===== config.mk =====
export PLATFORM = sky130hd
export DESIGN_NAME = bir_front
export DESIGN_NICKNAME = d
export VERILOG_FILES = /design/src/design/bir_pkg.sv /design/src/design/bir_front.sv
export SDC_FILE = /design/constraint.sdc
export NUM_CORES = 1
export LEC_CHECK = 0
export BUFFER_PORTS_ARGS = -buffer_cell sky130_fd_sc_hd__buf_2
export CAP_MARGIN = 20
export CORE_MARGIN = 8
export CORE_UTILIZATION = 60
export DETAILED_ROUTE_END_ITERATION = 10
export GPL_TIMING_DRIVEN = 0
export MAX_ROUTING_LAYER = met4
export PLACE_DENSITY = 0.84
export SLEW_MARGIN = 20
export SYNTH_ARGS = -nofsm -noshare
export SYNTH_HDL_FRONTEND = slang
export SYNTH_SLANG_ARGS = --single-unit

===== constraint.sdc =====
create_clock -name i_clk -period 5.05 [get_ports i_clk]
set_input_delay 0 -clock i_clk [delete_from_list [all_inputs] [get_ports i_clk]]
set_output_delay 0 -clock i_clk [all_outputs]
set_load 0.02 [all_outputs]

===== src/design/bir_pkg.sv =====
// Shared types and constants of the bilinear image resize unit.
package bir_pkg;

    localparam int MAX_WIDTH_DEF  = 256;
    localparam int MAX_HEIGHT_DEF = 256;
    localparam int QUEUE_DEPTH    = 4;
    localparam int QPTR_W         = $clog2(QUEUE_DEPTH);

    typedef enum logic {
        OP_LOAD   = 1'b0,
        OP_SAMPLE = 1'b1
    } t_op;

    typedef enum logic [1:0] {
        CFG_SRC_WIDTH  = 2'd0,
        CFG_SRC_HEIGHT = 2'd1,
        CFG_SCALE_X    = 2'd2,
        CFG_SCALE_Y    = 2'd3
    } t_cfg_idx;

    typedef struct packed {
        t_op         op;
        logic [7:0]  cx;
        logic [7:0]  cy;
        logic [31:0] pos_x;
        logic [31:0] pos_y;
        logic [31:0] pixel;
    } t_item;

    typedef struct packed {
        logic [15:0] wm1;
        logic [15:0] hm1;
    } t_geom;

endpackage


===== src/design/bir_front.sv =====
// Front end: accepts requests, computes source positions and drops loads outside the store.
module bir_front #(
    parameter int MAX_WIDTH  = bir_pkg::MAX_WIDTH_DEF,
    parameter int MAX_HEIGHT = bir_pkg::MAX_HEIGHT_DEF
) (
    input  logic           i_clk,
    input  logic           i_rst_n,
    input  logic           i_valid,
    output logic           o_ready,
    input  logic           i_op,
    input  logic [7:0]     i_coord_x,
    input  logic [7:0]     i_coord_y,
    input  logic [7:0]     i_in_red,
    input  logic [7:0]     i_in_green,
    input  logic [7:0]     i_in_blue,
    input  logic [7:0]     i_in_alpha,
    input  logic [23:0]    i_scale_x,
    input  logic [23:0]    i_scale_y,
    output logic           o_push,
    output bir_pkg::t_item o_item,
    input  logic           i_full
);
    import bir_pkg::*;

    logic  r_fv;
    t_item r_item;
    logic  keep;
    logic  done;

    assign keep    = (r_item.op == OP_SAMPLE) ||
                     ((32'(r_item.cx) < 32'(MAX_WIDTH)) && (32'(r_item.cy) < 32'(MAX_HEIGHT)));
    assign o_push  = r_fv && keep && !i_full;
    assign done    = r_fv && (!keep || !i_full);
    assign o_ready = !r_fv || done;
    assign o_item  = r_item;

    always_ff @(posedge i_clk) begin
        if (!i_rst_n) begin
            r_fv <= 1'b0;
        end else if (o_ready) begin
            r_fv <= i_valid;
        end
    end

    always_ff @(posedge i_clk) begin
        if (o_ready && i_valid) begin
            r_item.op    <= t_op'(i_op);
            r_item.cx    <= i_coord_x;
            r_item.cy    <= i_coord_y;
            r_item.pos_x <= {24'd0, i_coord_x} * {8'd0, i_scale_x};
            r_item.pos_y <= {24'd0, i_coord_y} * {8'd0, i_scale_y};
            r_item.pixel <= {i_in_alpha, i_in_blue, i_in_green, i_in_red};
        end
    end

endmodule


**Word level (Yosys, flattened, before mapping)**

Index checks and enable logic that the tools add are counted.

- Input port bits: 101
- Output and inout port bits: 115
- Register bits: 114
- Word-level logic and storage cells: 14

- Reduce and logical (&&, ||, !) cells: 5
- Multipliers: 2

Operators by type and width:

| cell | count |
|---|---|
| $mul 8x24->32 | 2 |
| $logic_and 1x1->1 | 2 |
| $logic_not 1->1 | 2 |
| $logic_or 1x1->1 | 1 |

**Depth between registers and ports, before layout**

- Depth after elaboration: 4
- Gate-level depth with buffers: 19
- Depth with buffers taken out: 17

**Worst setup path after synthesis**

OpenSTA, ideal clock, no wires.

- Path type: input port to flip-flop
- From: input i_coord_x[4]
- To: register r_item (netlist bit o_item[94]), data pin
- Arrival time: 4.215 ns
- Path buffers: 1
- Setup time: 0.260 ns
- Stages: 16
- Required time: 4.790 ns
- Setup slack: 0.575 ns
- Cell sequence: clkbuf_1 -> and2_1 -> fa_1 -> fa_1 -> fa_1 -> inv_1 -> fa_1 -> inv_1 -> ha_1 -> a21o_1 -> a2111o_1 -> o21ba_1 -> a41oi_2 -> a31oi_1 -> a221oi_2 -> xnor2_1

- Longest elaborated chain between the ends: 1

Ends and longest elaborated chain:

| item | line | RTL |
|---|---|---|
| from (decl) | bir_front.sv:11 | `input logic [7:0] i_coord_x,` |
| $mul 8x24->32 | bir_front.sv:50 | `r_item.pos_x <= {24'd0, i_coord_x} * {8'd0, i_scale_x};` |
| to (decl) | bir_front.sv:26 | `t_item r_item;` |

Every way passes these cells.
A chain may end at the register's enable or synchronous reset.

**Worst setup path after layout**

- From: input i_coord_y[4]
- To: register r_item (netlist bit o_item[62]), data pin

- Longest elaborated chain between the ends: 1

Ends and longest elaborated chain:

| item | line | RTL |
|---|---|---|
| from (decl) | bir_front.sv:12 | `input logic [7:0] i_coord_y,` |
| $mul 8x24->32 | bir_front.sv:51 | `r_item.pos_y <= {24'd0, i_coord_y} * {8'd0, i_scale_y};` |

Every way passes these cells.

==> metrics.md <==
| Metric | Value |
|---|---|
| YS warnings | 0 |
| Synthesized net count | 1957 |
| Most frequent CP cell | fa_1 |
| Initial Utilization | 0.6113 |
| Die area | 0.03104 mm^2 |
| Cell area after synthesis | 0.01539 mm^2 |
| Drt pass-1 iters | 5 |
| Highest-count cells in the layout ignoring fill and taps | and2_1, fa_1, inv_1 |
| DRC violations left | 0 |
| Clk pin slew, worst setup/hold paths | 60 ps |
| Row count | 58 |
| Final count of hold timing violations | 0 |
| Internal | 4.935 mW |
| Number of H-tree levels | 4 |
| DR iter-0 viols | 799 |
| Max cap viols | 0 |
| Layout cell share with drive strength beyond 1 | 0.1533 |
| Crit-path cells | buf_2 -> clkbuf_1 -> and2_1 -> fa_1 -> fa_1 -> fa_1 -> inv_1 -> fa_1 -> inv_1 -> ha_1 -> nand2_1 -> o311ai_0 -> a2111oi_0 -> a21oi_2 -> a211oi_2 -> o41ai_2 -> xor2_1 |
| CP required | 5200 ps |
| EDFF count, synth | 113 |
| Clock period minus worst slack | 4852 ps |
| Hold crit path type | in -> reg |
| Vias in the first global route | 12670 |
| Setup TNS | 0 ps |
| Hpwl dp | 31060 um |
| Total track usage | 0.2688 |
| Synthesized area per cell | 10.35 um^2 |
| First-pass GRT wire length | 64260 um |
| CTS tree | done |
| Clock latency on the worst-skew pair | 420 ps |
| Final setup skew | 10.71 ps |
| Sequential share of power | 0.179 |
| Initial antenna violation count | 2 |
| Worst slack at placement | -406.3 ps |
| CP peak stage delay | 560 ps |
| Sw Ratio | 0.4797 |
| Sw Pwr | 4.550 mW |
| Synth cell types | 51 |
| Outcome | finished, final reports clean |
| Vias per inst | 5.583 |
| Startpoint Class | input port |
| TritonCTS buffer count | 17 |
| # nets final | 2244 |
| Total power | 9.485 mW |
| Synth Instances | 1488 |
| Comb pwr share | 0.692 |
| PD cells | 524.7 mW/mm^2 |
| RePlAce Congestion | 0.9040 |
| Post-Route WL | 39250 um |
| Arrival @ worst endpoint | 5010 ps |
| Seq/Total Area, Yosys | 0.2217 |
| Final Cycle Share | 0.9608 |
| CTS Buffer Depth | 2 |
| Buffers on Ports | 214 |
| Core footprint | 0.02518 mm^2 |
| Post CTS Setup Buffer Count | 0 |
| DR vias | 11820 |
| Leak Pwr | 8.729 nW |
| IO Pins | 216 |
| Largest net degree at the start of global routing | 58 |
| FFs w/ async S/R, synth | 0 |
| Max rail drop VDD | 0.0004467 V |
| Clock sink total | 114 |
| Slew headroom | 0.6060 |
| Clock network power share | 0.129 |
| Total gr overflow | 0 |
| WL/cell | 18.53 um |
| Measured slew at the worst slew-check pin | 583.5 ps |
| Die width | 176.2 um |
| DIE HEIGHT | 176.2 um |
| Final setup vio count | 0 |
| Top_reg_cell synth | edfxtp_1 |
| Cell with the largest stage delay on the worst path | o311ai_0 |
| Setup ws final | 197.7 ps |
| Area after DPL | 0.01694 mm^2 |
| Post-synthesis register bit count | 114 |
| Most common cell after layout, fill and taps aside | and2_1 |
| CTS Root Buffer Type | clkbuf_16 |
| Routed Antenna Nets | 0 |
| Max-slew violations | 0 |
| Final instance area | 0.01808 mm^2 |
| Crit-path max FO | 10 |
| Setup CP Type | in -> reg |
| Area grow syn2layout | 17.42% |
| Max frequency | 206.1 MHz |
| Critical Path End Type | flip-flop |
layout make-up:
class,instances,area [um^2]
Antenna cell,1,2.502
Buffer,37,156.4
Clock buffer,17,425.4
Clock inverter,14,141.4
Fill cell,1783,7106
Inverter,260,975.9
Multi-Input combinational cell,1076,10890
Sequential cell,114,3413
Tap cell,330,412.9
Timing Repair Buffer,269,1657
sequential cells by signal, indices dropped and copies added, names as in the netlist:
register,cells
o_item,113
r_fv,1
logic make-up after synthesis:
family / Yosys count / synth area share
and+or+nand+nor: 491 / 0.1747
buffers and inverters: 298 / 0.07266
adders and majority gates: 368 / 0.4278
DFF: 114 / 0.2217
AOI/OAI and AO/OA: 166 / 0.07412
xor gates and xnor gates: 51 / 0.02902
through the flow:
stage | hold WS (ps) | utilization | std cells
floorplan | 78.11 | - | 1488
global placement | 177.5 | 0.6703 | 2032
detailed placement | 178.3 | 0.6726 | 2034
CTS | 79.38 | 0.7166 | 2118
global route | 83.10 | 0.7178 | 2118
finish | 92.05 | 0.7178 | 2118
metal layers:
metal	routed length (um)	GRT usage	vias to the layer above	share of wire
met1	15910	0.3380	5966	0.41
li1	-	-	5289	-
met2	19350	0.4377	502	0.49
met4	812	0.08018	0	0.021
met5	0	-	-	0
met3	3174	0.05213	67	0.081
power by group through the flow:
stage / Clock, mW / Sequential, mW / Combinational [mW]
5_1_grt: 1.26 / 1.72 / 7.31
6_report: 1.22 / 1.70 / 6.57
3_5_place_dp: 0 / 1.70 / 6.38
2_1_floorplan: 0 / 2.03 / 4.39
4_1_cts: 1.23 / 1.70 / 6.50
3_3_place_gp: 0 / 1.70 / 6.21
what timing repair did:
| action | in CTS | in global routing |
|---|---|---|
| hold endpoints to repair | 52 | 0 |
| gates cloned | 0 | 0 |
| setup endpoints to repair | 1 | 8 |
| pin swaps | 0 | 1 |
| hold buffers | 53 | 0 |
| gates resized for setup | 2 | 29 |
worst max-delay path, delay by kind of cell:
| kind | cells | cell delay (ps) |
|---|---|---|
| buffers and inverters | 4 | 670 |
| adders and majority gates | 5 | 2320 |
| xor gates and xnor gates | 1 | 100 |
| AOI/OAI and AO/OA | 5 | 1590 |
| and+or+nand+nor | 2 | 310 |
path summary, 6_finish.rpt:
check / from / slack [ps] / to / cells past startpoint
worst max register to register: r_fv / 3320 / o_item[85] / 4
worst min register to register: r_fv / 920 / o_item[27] / 2
worst max-delay path: i_coord_y[4] / 200 / o_item[62] / 17
worst min-delay path: i_valid / 90 / o_item[27] / 2
cells in the mapped netlist (all sizes together), types with 2 or more instances:
library cell	n	area share
nor2	31	0.0076
o21bai	12	0.0059
clkbuf	38	0.0093
inv	260	0.063
o41ai	4	0.0037
and3	7	0.0028
o31a	3	0.0017
o31ai	2	0.00098
fa	264	0.34
o21a	8	0.0039
and4	2	0.0011
nor3	8	0.0026
o21ba	2	0.0013
nand2	115	0.028
edfxtp	113	0.22
a211oi	4	0.0020
a31o	3	0.0017
a41oi	3	0.0022
a21boi	2	0.00098
nor2b	7	0.0028
nand3	12	0.0039
xor2	14	0.0080
a221oi	3	0.0021
ha	104	0.085
nand4	7	0.0028
o22ai	2	0.00081
a21o	24	0.012
a221o	3	0.0020
and2	295	0.12
nor3b	2	0.00098
o21ai	26	0.0085
xnor2	37	0.021
nand2b	3	0.0012
a2111oi	3	0.0017
a21oi	44	0.014
a31oi	10	0.0041
Note: power is estimated with default switching activity, not from simulation.
