[src/design/bir_pkg.sv]
// Shared types and constants of the bilinear image resize unit.
package bir_pkg;

    localparam int MAX_WIDTH_DEF  = 256;
    localparam int MAX_HEIGHT_DEF = 256;
    localparam int QUEUE_DEPTH    = 4;
    localparam int QPTR_W         = $clog2(QUEUE_DEPTH);

    typedef enum logic {
        OP_LOAD   = 1'b0,
        OP_SAMPLE = 1'b1
    } t_op;

    typedef enum logic [1:0] {
        CFG_SRC_WIDTH  = 2'd0,
        CFG_SRC_HEIGHT = 2'd1,
        CFG_SCALE_X    = 2'd2,
        CFG_SCALE_Y    = 2'd3
    } t_cfg_idx;

    typedef struct packed {
        t_op         op;
        logic [7:0]  cx;
        logic [7:0]  cy;
        logic [31:0] pos_x;
        logic [31:0] pos_y;
        logic [31:0] pixel;
    } t_item;

    typedef struct packed {
        logic [15:0] wm1;
        logic [15:0] hm1;
    } t_geom;

endpackage

[src/design/bir_queue.sv]
// Short request queue between the front end and the interpolation back end.
module bir_queue (
    input  logic           i_clk,
    input  logic           i_rst_n,
    input  logic           i_push,
    input  bir_pkg::t_item i_item,
    output logic           o_full,
    input  logic           i_pop,
    output bir_pkg::t_item o_item,
    output logic           o_empty
);
    import bir_pkg::*;

    t_item             r_buf [QUEUE_DEPTH];
    logic [QPTR_W-1:0] r_wp;
    logic [QPTR_W-1:0] r_rp;
    logic [QPTR_W:0]   r_cnt;

    assign o_full  = (r_cnt == (QPTR_W+1)'(QUEUE_DEPTH));
    assign o_empty = (r_cnt == '0);
    assign o_item  = r_buf[r_rp];

    always_ff @(posedge i_clk) begin
        if (!i_rst_n) begin
            r_wp  <= '0;
            r_rp  <= '0;
            r_cnt <= '0;
        end else begin
            if (i_push) r_wp <= r_wp + 1'b1;
            if (i_pop)  r_rp <= r_rp + 1'b1;
            r_cnt <= r_cnt + (QPTR_W+1)'(i_push) - (QPTR_W+1)'(i_pop);
        end
    end

    always_ff @(posedge i_clk) begin
        if (i_push) r_buf[r_wp] <= i_item;
    end

    a_no_overflow: assert property (@(posedge i_clk) disable iff (!i_rst_n)
        !(i_push && o_full)) else $error("queue written while full");
    a_no_underflow: assert property (@(posedge i_clk) disable iff (!i_rst_n)
        !(i_pop && o_empty)) else $error("queue read while empty");
    a_count_down: assert property (@(posedge i_clk) disable iff (!i_rst_n)
        (i_pop && !i_push) |=> (r_cnt == $past(r_cnt) - 1'b1))
        else $error("queue count did not fall on a read");

endmodule

[config.mk]
export PLATFORM = sky130hd
export DESIGN_NAME = bir_queue
export DESIGN_NICKNAME = d
export VERILOG_FILES = /design/src/design/bir_pkg.sv /design/src/design/bir_queue.sv
export SDC_FILE = /design/constraint.sdc
export NUM_CORES = 1
export LEC_CHECK = 0
export ABC_CLOCK_PERIOD_IN_PS = 8000
export BUFFER_PORTS_ARGS = -buffer_cell sky130_fd_sc_hd__buf_4
export CAP_MARGIN = 10
export CELL_PAD_IN_SITES_DETAIL_PLACEMENT = 1
export CELL_PAD_IN_SITES_GLOBAL_PLACEMENT = 1
export CORE_MARGIN = 4
export CORE_UTILIZATION = 43
export CTS_CLUSTER_SIZE = 8
export DETAILED_ROUTE_END_ITERATION = 6
export PLACE_DENSITY_LB_ADDON = 0.1
export SETUP_SLACK_MARGIN = 0.4
export SYNTH_ARGS = -nofsm -noshare
export SYNTH_HDL_FRONTEND = slang
export SYNTH_SLANG_ARGS = --single-unit
[constraint.sdc]
create_clock -name i_clk -period 8 [get_ports i_clk]
set_input_delay 2.4 -clock i_clk [delete_from_list [all_inputs] [get_ports i_clk]]
set_output_delay 2.4 -clock i_clk [all_outputs]
set_load 0.05 [all_outputs]
# After elaboration in Yosys (flattened, before gate mapping)
# Memory sizes are Yosys's and may differ from the RTL's. A register that Yosys moved wholly into a read port is not among the register bits.
# Index checks and enable logic that the tools add are counted.
# classes
add_sub_neg	4
mul	0
div	0
order_cmp	0
eq_ne	1
shifts	0
mux	4
bitwise_logic	0
reduce_logical	1
# ops
operator	count
$add A2 B1 Y2 const B	2
$mux W2	2
$add A3 B1 Y3	1
$eq A3 B3 Y1 const B	1
$logic_not A3 Y1	1
$sub A3 B1 Y3	1
$mux W1	2
# word_totals
ff_bits	7
latch_bits	0
mem_bits_rw	452
mem_bits_ro	0
memories	1
# mem_list
name	depth	width	rd	rd_ports_with_merged_regs	write_ports	line	text
r_buf	4	113	1	1	1	bir_queue.sv:14	t_item r_buf [QUEUE_DEPTH];

# Longest topological paths before layout
# Gate-level depths: netlist of run 1.
# depth
depth_word	3
ltp_mapped	7
ltp_nobuf	7

# Least setup slack after synthesis of run 1
# No wires, ideal clock.
# synth_path
kind	input to register
start	input port i_push
end	memory r_buf[0][0] (netlist bit), enable pin
setup_time_ns	0.485
t_arrival_ns	4.999
required_time_ns	7.515
path_slack_ns	2.517
cell_stages	1
path_buffers	0
cell_sequence	and2_1
# synth_between
elab_chain_len	2
# synth_lines
item	line	text
from (decl)	bir_queue.sv:5	input logic i_push,
$mux W1	bir_queue.sv:36	if (i_push) r_buf[r_wp] <= i_item;
$mux W1 (implied by the code)	bir_queue.sv:36	
to (decl)	bir_queue.sv:14	
# No other way between the ends.

==> impl_metrics.yaml, run 1 <==
logic_synthesis:
  synth_top_family_by_area: "multiplexers"
  ys_ff_latch: 461
  synth_edf_count: 452
  synth-compound-area-share_pct: 0.0895
  muxShareOfSynthArea_pct: 15.2
  avgSynthCellArea_um2: 26.5
  synth_area_um2: 16800
  async_flop_share_pct: 0
  synth_fa_ha_area_share_pct: 0.567
  synth_nets: 758
  yosysTopAreaCellShare_pct: 80.9
  yosysUniqueCellTypes: 20
  synth-simple-area-share_pct: 0.448
  synthTopCellsByCount: "edfxtp_1 (452), mux4_2 (113), buf_2 (12)"
  synth_top_cell_by_area: "edfxtp_1"
  synth.most_common_cell: "edfxtp_1"
  synth_area_leaders: "edfxtp_1 (81%), mux4_2 (15%), dfxtp_1 (1.1%)"
  seq_area_frac_synth_pct: 82.0
  synth_ff_type: "edfxtp_1"
  synth_xor_area_share_pct: 0.246
  yosys_warnings: 0
  syn_inst: 634
power_and_ir_drop:
  clkPwrFrac_pct: 40.6
  swShare_pct: 24.5
  powerDensity_nw_per_um2: 295
  power_mw: 6.16
  pwr-share-seq_pct: 46.0
  ir_worst_vdd_v: 0.000180
  combPwrFrac_pct: 13.4
  power_leakage_nw: 7.04
  p_int_mw: 4.65
  switching_power_mw: 1.51
timing:
  finClkSkew_ns: 0.0184
  max_slew_margin_pct: 18.6
  finalHoldViolCount: 0
  finalCritPeriodShare_pct: 68.0
  fin_crit_ns: 5.44
  worst_pin_slew_ns: 1.22
  setup_viol: 0
  rsz0062_at_grt: "false"
  fmax_mhz: 184
  drv_slew: 0
  tns_ns: 0
critical_path:
  crit_slowest_cell: "dfxtp_4"
  crit_family: "flip-flops"
  startpoint_type: "flop"
  worstSetupPathType: "reg2out"
  path_common_cell: "buf_4"
  required_ns: 5.60
  r2r_start: "r_wp[0]"
  crit_fanout: 73
  crit_buf_inv: 2
  cp-end-kind: "output port"
  max_stage_delay_ns: 1.09
  path_cells: "buf_4, mux4_2, buf_4"
  cp.arrival_ns: 3.04
drt:
  antenna_left: 0
  drc: 0
  first_pass_iters: 4
  vias: 7508
  drt_wl_total_um: 35200
  wire_per_inst_um: 24.3
  drtIter0Drc: 400
  viasPerCell: 5.17
finish:
  nFillCells: 3298
  fin_nets: 1038
  drive_gt1_share_pct: 46.0
  antenna_cells: 0
  area_growth_pct: 24.4
  multi_input_area_um2: 2790
  regArea_um2: 13800
cts:
  clockBufferDepth: 3
  cts_hold_buf: 0
  cts_buffers: 67
  cts_tree: "done"
  cts_htree_levels: 3
  cts.sinks: 461
  cts_resized: 0
  clk_latency_ns: 0.56
  clk_pin_slew_ns: 0.05
  clock-root-buffer: "clkbuf_16"
  postCtsSetupRepairBufs: 0
grt:
  gr-usage-all-layers_pct: 16.8
  grt_overflow: 0
  grt_max_degree: 76
  antenna_found_initial: 0
  first_global_vias: 8476
  grt_pass1_wl_um: 52400
run_status:
  status: "finished, final reports clean"
hold_path:
  hold_start: "r_rp[0]"
  hold_path.class: "reg2reg"
floorplanning:
  boundaryPins: 232
  rows: 72
  die_height_um: 205
  start_util_pct: 43.4
  die_area_um2: 42200
  fp.dieW_um: 205
  core-area_um2: 38600
place:
  dp_hpwl_um: 20600
  gp_congestion: 0.727
  port-buffer-count: 231
job:
  cap_viol_max_count: 0
[logic make-up (layout without fill, tap and decap cells)]
kind of cell	Yosys count	after routing
adder cells (fa/ha/maj)	7	7
buffers and inverters	33	333
AO/OA/AOI/OAI	2	2
flip-flops	461	461
multiplexers	114	114
AND/OR/NAND/NOR	14	14
XOR/XNOR	3	3
[per-layer routing]
layer	GRT usage, %	wire length [um]	part of all wire [%]
met1	21.5	14300	41
met2	27.2	17700	50
met3	5.72	2370	6.7
met5	0	0	0
met4	5.48	836	2.4
[final cells by class]
class,instances,area share [%]
Inverter,7,0.126
Multi-Input combinational cell,140,13.4
Timing Repair Buffer,237,8.59
Tap cell,518,3.11
Clock inverter,2,0.0660
Clock buffer,87,8.80
Sequential cell,461,65.9
[registers in the layout, indices dropped and copies added, names as in the netlist, named ones only]
| signal | flops |
|---|---|
| r_buf | 452 |
| r_cnt | 3 |
| r_rp | 2 |
| r_wp | 2 |
[power by group through the flow]
stage | Combinational, mW | Sequential (mW) | Clock (mW)
after global routing | 0.870 | 2.84 | 2.69
after floorplan | 0.583 | 2.86 | 0
after CTS | 0.844 | 2.84 | 2.57
after detailed placement | 0.842 | 2.88 | 0
final | 0.825 | 2.84 | 2.50
after global placement | 0.828 | 2.87 | 0
[metrics by stage]
| step | cell area (um^2) | cells | hold slack (ns) | utilization (%) | setup slack [ns] |
|---|---|---|---|---|---|
| 3_3_place_gp | 19000 | 1363 | 0.508 | 49.2 | 3.06 |
| 2_1_floorplan | 16800 | 634 | 0.499 | - | 2.52 |
| 5_1_grt | 20900 | 1452 | 0.552 | 54.0 | 2.37 |
| 4_1_cts | 20900 | 1452 | 0.530 | 54.0 | 2.43 |
| 6_report | 20900 | 1452 | 0.533 | 54.0 | 2.56 |
| 3_5_place_dp | 19000 | 1363 | 0.527 | 49.2 | 3.05 |
[path summary, 6_finish.rpt]
check / cells past startpoint / end / slack (ns)
worst max register to register: 4 / r_buf[0][25] / 5.36
worst max-delay path: 3 / o_item[99] / 2.56
worst min register to register: 2 / flop / 0.53
worst min-delay path: 2 / flop / 0.53
[placed cells by master, fill, tap and decap left out]
master and n:
a21bo_2 1, a21oi_1 1, and2_1 2, and2_4 4, and3_1 1, buf_12 1
buf_4 236, clkbuf_1 16, clkbuf_16 71, clkinv_2 1, dfxtp_1 7, dfxtp_4 2
edfxtp_1 452, fa_1 1, ha_1 6, inv_1 7, inv_6 1, mux2i_1 1
mux4_2 113, nand3b_1 1, nor2_1 5, nor3_1 1, xnor2_1 2, xor3_1 1
[worst reg2reg max path, stage by stage (launching register included)]
cell	delay, ns
dfxtp_1	0.34
inv_1	0.10
ha_1	0.15
and2_4	0.54
buf_4	1.05
Power figures use the tool's default switching activity.
==> run 2, diff against run 1 <==
--- a/config.mk
+++ b/config.mk
@@ -5,7 +5,8 @@
 export SDC_FILE = /design/constraint.sdc
 export NUM_CORES = 1
 export LEC_CHECK = 0
-export ABC_CLOCK_PERIOD_IN_PS = 8000
+export ABC_AREA = 1
+export ABC_CLOCK_PERIOD_IN_PS = 5700
 export BUFFER_PORTS_ARGS = -buffer_cell sky130_fd_sc_hd__buf_4
 export CAP_MARGIN = 10
 export CELL_PAD_IN_SITES_DETAIL_PLACEMENT = 1
==> constraint.sdc (replaced) <==
create_clock -name i_clk -period 5.7 [get_ports i_clk]
set_input_delay 1.71 -clock i_clk [delete_from_list [all_inputs] [get_ports i_clk]]
set_output_delay 1.71 -clock i_clk [all_outputs]
set_load 0.05 [all_outputs]
==> run 2 against run 1 <==
Effect of this change:
- utilization down 0.98 points
- clock-buffer cell count down 2
- combinational power up 38%
- first-iteration DRC count up 47%
- synthesized area up 8.5%
- power up 40%
- global-route usage up 0.71 points
- clock skew down 0.0088 ns
- largest cell class unchanged
- highest routed layer is now met5
==> impl_metrics.yaml, run 2 <==
run_status:
  status: "finished, final reports clean"
cts:
  postCtsSetupRepairBufs: 0
  cts_resized: 0
  cts_tree: "done"
  cts.sinks: 461
  clk_pin_slew_ns: 0.05
  cts_hold_buf: 0
  clockBufferDepth: 3
  clock-root-buffer: "clkbuf_16"
  clk_latency_ns: 0.57
  cts_buffers: 67
  cts_htree_levels: 3
grt:
  antenna_found_initial: 1
  grt_overflow: 0
  gr-usage-all-layers_pct: 17.5
  grt_max_degree: 121
  grt_pass1_wl_um: 61800
  first_global_vias: 11500
place:
  gp_congestion: 0.701
  dp_hpwl_um: 23600
  port-buffer-count: 231
  placed_area_um2: 20300
logic_synthesis:
  yosysTopAreaCellShare_pct: 74.6
  synth_area_leaders: "edfxtp_1 (75%), inv_1 (4.9%), nand2_1 (4.9%)"
  async_flop_share_pct: 0
  synth_ff_type: "edfxtp_1"
  ys_ff_latch: 461
  synth_area_um2: 18200
  synth_edf_count: 452
  yosysUniqueCellTypes: 18
  avgSynthCellArea_um2: 13.3
  synth_nets: 1497
  synthTopCellsByCount: "edfxtp_1 (452), inv_1 (239), nand2_1 (236)"
  synth.most_common_cell: "edfxtp_1"
  seq_area_frac_synth_pct: 75.6
  syn_inst: 1373
  synth_top_cell_by_area: "edfxtp_1"
  yosys_warnings: 0
drt:
  viasPerCell: 4.99
  vias: 10800
  drt_wl_total_um: 39900
  first_pass_iters: 4
  wire_per_inst_um: 18.4
  drtIter0Drc: 586
  antenna_left: 0
  drc: 0
hold_path:
  hold_path.class: "reg2reg"
critical_path:
  cp.arrival_ns: 2.50
  cp-end-kind: "output port"
  crit_fanout: 74
  max_stage_delay_ns: 0.82
  worstSetupPathType: "reg2out"
  required_ns: 3.99
  crit_buf_inv: 2
  path_cells: "buf_4, a21oi_1, o21ai_0, nand2_1, buf_4"
  path_common_cell: "buf_4"
  crit_family: "flip-flops"
  startpoint_type: "flop"
  crit_slowest_cell: "dfxtp_4"
timing:
  finalHoldViolCount: 0
  tns_ns: 0
  finClkSkew_ns: 0.00956
  worst_pin_slew_ns: 0.856
  drv_slew: 0
  rsz0062_at_grt: "false"
  fmax_mhz: 238
  fin_crit_ns: 4.21
  max_slew_margin_pct: 42.9
  setup_viol: 0
  finalCritPeriodShare_pct: 73.8
power_and_ir_drop:
  ir_worst_vdd_v: 0.000366
  power_leakage_nw: 8.62
  powerDensity_nw_per_um2: 389
finish:
  fin_nets: 1738
  final_common_cell: "edfxtp_1"
  largest_reg_flops: 452
  regMostFlops: "r_buf"
  area_growth_pct: 21.9
  drive_gt1_share_pct: 20.2
  fin_area_um2: 22200
  top_regs: "r_buf x452, r_cnt x3"
  utilization_pct: 53.0
  layout_common_cells: "edfxtp_1 (452), buf_4 (241), nand2_1 (236), inv_1 (235), a21oi_1 (119)"
floorplanning:
  boundaryPins: 232
  fp.dieW_um: 214
  rows: 75
  die_height_um: 214
  start_util_pct: 43.5
  core-area_um2: 41900
  die_area_um2: 45700
job:
  cap_viol_max_count: 0
[run 2: changes by cell type in the layout (fill, tap and decap cells not counted), sizes merged, moves of 3 or more]
cell / delta
o21ai: +117
mux4: -113
nor2: -3
a21oi: +118
buf: +10
inv: +233
and2: -6
o211ai: +113
nand2: +236
[run 2: worst paths after layout]
| check | from | slack (ns) | to | depth (start not counted) |
|---|---|---|---|---|
| hold / removal | r_rp[1] | 0.45 | flop | 2 |
| hold reg to reg | r_rp[1] | 0.45 | flop | 2 |
| setup reg to reg | r_wp[0] | 3.57 | r_buf[2][102] | 5 |
| setup / recovery | flop | 1.49 | o_item[85] | 5 |
[run 2: cells by family after synthesis]
| logic type | synth area share (%) |
|---|---|
| buffers and inverters | 7.81 |
| adders and majority gates | 0.522 |
| AOI/OAI and AO/OA | 11.1 |
| and+or+nand+nor | 4.96 |
| DFF | 75.6 |
[run 2: power breakdown]
part / switching (mW) / internal, mW / leakage (nW)
clock: 1.30 / 2.25 / 0.918
combinational: 0.824 / 0.316 / 3.48
sequential: 0.0493 / 3.89 / 4.23
total: 2.18 / 6.46 / 8.62
[run 2: tightest hold or removal path: cells and delay by family, from the launching register on]
family / cells / cell delay [ns]
DFF: 1 / 0.29
AOI/OAI and AO/OA: 1 / 0.07
buffers and inverters: 1 / 0.06
[run 2: per-layer routing]
layer | global-route usage (%) | part of all wire, % | vias to the layer above
met1 | 21.4 | 42 | 5298
li1 | - | - | 5251
met2 | 30.4 | 51 | 200
met5 | 0 | 0.033 | -
met3 | 4.37 | 5.0 | 73
met4 | 5.89 | 2.4 | 2
[run 2: final cells by class]
cell class | count | area [um^2]
diodes | 1 | 2.50
clock buffers | 85 | 1870
clock inverters | 1 | 5.00
fillers | 4217 | 19700
inverters | 241 | 917
multi-input cells | 596 | 3030
flip-flops and latches | 461 | 13800
well taps | 539 | 674
repair buffers | 247 | 1930
[run 2: through the flow]
stage          instances  worst slack, ns  hold WS (ns)  total power [mW]
3_3_place_gp        2084             2.12         0.444              5.13
6_report            2171             1.49         0.454              8.63
3_5_place_dp        2084             2.05         0.457              5.16
4_1_cts             2170             1.43         0.455              8.76
2_1_floorplan       1373             1.31         0.441              4.76
5_1_grt             2170             1.25         0.500              8.99
==> run 3, diff against run 2 <==
--- a/config.mk
+++ b/config.mk
@@ -6,7 +6,7 @@
 export NUM_CORES = 1
 export LEC_CHECK = 0
 export ABC_AREA = 1
-export ABC_CLOCK_PERIOD_IN_PS = 5700
+export ABC_CLOCK_PERIOD_IN_PS = 3800
 export BUFFER_PORTS_ARGS = -buffer_cell sky130_fd_sc_hd__buf_4
 export CAP_MARGIN = 10
 export CELL_PAD_IN_SITES_DETAIL_PLACEMENT = 1
==> constraint.sdc (replaced) <==
create_clock -name i_clk -period 3.8 [get_ports i_clk]
set_input_delay 1.14 -clock i_clk [delete_from_list [all_inputs] [get_ports i_clk]]
set_output_delay 1.14 -clock i_clk [all_outputs]
set_load 0.05 [all_outputs]
==> run 3 against run 2 <==
Effect of this change:
- register-to-register slack got worse by 1.8 ns
- utilization increased by 0.64 points
- first-iteration DRC count increased by 12%
- via count increased by 1.3%
- critical path depth increased by 1
- non-clock buffer count increased by 18
- largest power group unchanged
==> impl_metrics.yaml, run 3 (synthesis results as in run 2) <==
finish:
  final_common_cell: "edfxtp_1"
  multi_input_area_um2: 3030
  antenna_cells: 0
  nFillCells: 4189
  largest_reg_flops: 452
  layout_common_cells: "edfxtp_1 (452), buf_4 (245), nand2_1 (236), inv_1 (235), a21oi_1 (119)"
  area_growth_pct: 23.4
  fin_nets: 1756
  regMostFlops: "r_buf"
  regArea_um2: 13800
  drive_gt1_share_pct: 21.0
  top_regs: "r_buf x452, r_cnt x3"
hold_path:
  hold_path.class: "reg2reg"
timing:
  finClkSkew_ns: 0.0122
  fmax_mhz: 306
  rsz0062_at_grt: "false"
  finalCritPeriodShare_pct: 86.1
  worst_pin_slew_ns: 0.731
  fin_crit_ns: 3.27
  drv_slew: 0
  max_slew_margin_pct: 51.2
  finalHoldViolCount: 0
  hold_ws_ns: 0.470
  setup_viol: 0
  tns_ns: 0
cts:
  cts_htree_levels: 3
  clock-root-buffer: "clkbuf_16"
  cts_tree: "done"
  cts.sinks: 461
  clockBufferDepth: 3
  clk_latency_ns: 0.55
  cts_buffers: 67
  clk_pin_slew_ns: 0.05
drt:
  wire_per_inst_um: 18.9
  viasPerCell: 5.01
  drtIter0Drc: 658
  antenna_left: 0
  first_pass_iters: 5
  drt_wl_total_um: 41300
  vias: 11000
  drc: 0
place:
  port-buffer-count: 231
  gp_congestion: 0.715
  dp_hpwl_um: 25200
floorplanning:
  die_area_um2: 45700
  core-area_um2: 41900
  boundaryPins: 232
  start_util_pct: 43.5
  rows: 75
  fp.dieW_um: 214
  die_height_um: 214
power_and_ir_drop:
  powerDensity_nw_per_um2: 575
  power_leakage_nw: 8.72
  ir_worst_vdd_v: 0.000347
critical_path:
  cp-end-kind: "output port"
  worstSetupPathType: "reg2out"
  crit_fanout: 39
  cp.arrival_ns: 2.13
  rrSetupSlack_ns: 1.75
  startpoint_type: "flop"
  required_ns: 2.66
grt:
  grt_max_degree: 125
  antenna_found_initial: 1
  grt_pass1_wl_um: 63400
  first_global_vias: 11600
  gr-usage-all-layers_pct: 17.9
  grt_overflow: 0
job:
  cap_viol_max_count: 0
run_status:
  status: "finished, final reports clean"
==> run 3: repair_timing <==
action	4_1_cts	5_1_grt
hold buffers	0	0
resized for setup	0	2
setup buffers	1	1
setup endpoints to repair	3	20
gates cloned	0	1
==> run 3: per-layer routing <==
metal	share of wire [%]	track usage, %	wire length (um)
met3	5.4	4.73	2250
met1	42	23.3	17500
met4	1.4	4.77	566
met2	51	30.2	21000
met5	0.031	0	13
==> run 3: metrics by stage <==
stage,cell area (um^2),setup slack (ns),std cells,power (mW),util (%)
final,22500,0.528,2186,12.9,53.7
after floorplan,18200,0.524,1373,7.13,-
after global placement,20600,1.00,2099,7.75,49.1
after global routing,22500,0.421,2186,13.5,53.7
after detailed placement,20600,0.980,2099,7.78,49.1
after CTS,22400,0.452,2184,13.1,53.5
==> run 3: area by class of cell <==
| class | instances | area share [%] |
|---|---|---|
| repair buffers | 265 | 9.98 |
| flip-flops and latches | 461 | 61.3 |
| clock inverters | 2 | 0.0613 |
| well taps | 539 | 3.00 |
| clock buffers | 82 | 8.10 |
| inverters | 241 | 4.10 |
| multi-input cells | 596 | 13.5 |
==> run 3: path summary, 6_finish.rpt <==
path / start / endpoint / cells after the start
min reg2reg: r_rp[1] / flop / 2
max reg2reg: r_wp[0] / r_buf[0][79] / 6
min: r_rp[1] / flop / 2
max: flop / o_item[38] / 6
==> run 3: critical path, cell delays in order, from the launching register on <==
cell     delay (ns)
dfxtp_4        0.54
buf_12         0.26
buf_4          0.26
a21oi_1        0.06
o21ai_0        0.09
nand2_1        0.11
buf_4          0.20
==> run 3: report_power, final <==
| group | switching (mW) | total [mW] | leakage [nW] | internal [mW] |
|---|---|---|---|---|
| Sequential | 0.0600 | 5.89 | 4.23 | 5.83 |
| Clock | 1.95 | 5.24 | 0.896 | 3.29 |
| Combinational | 1.27 | 1.79 | 3.60 | 0.514 |
| Total | 3.28 | 12.9 | 8.72 | 9.64 |
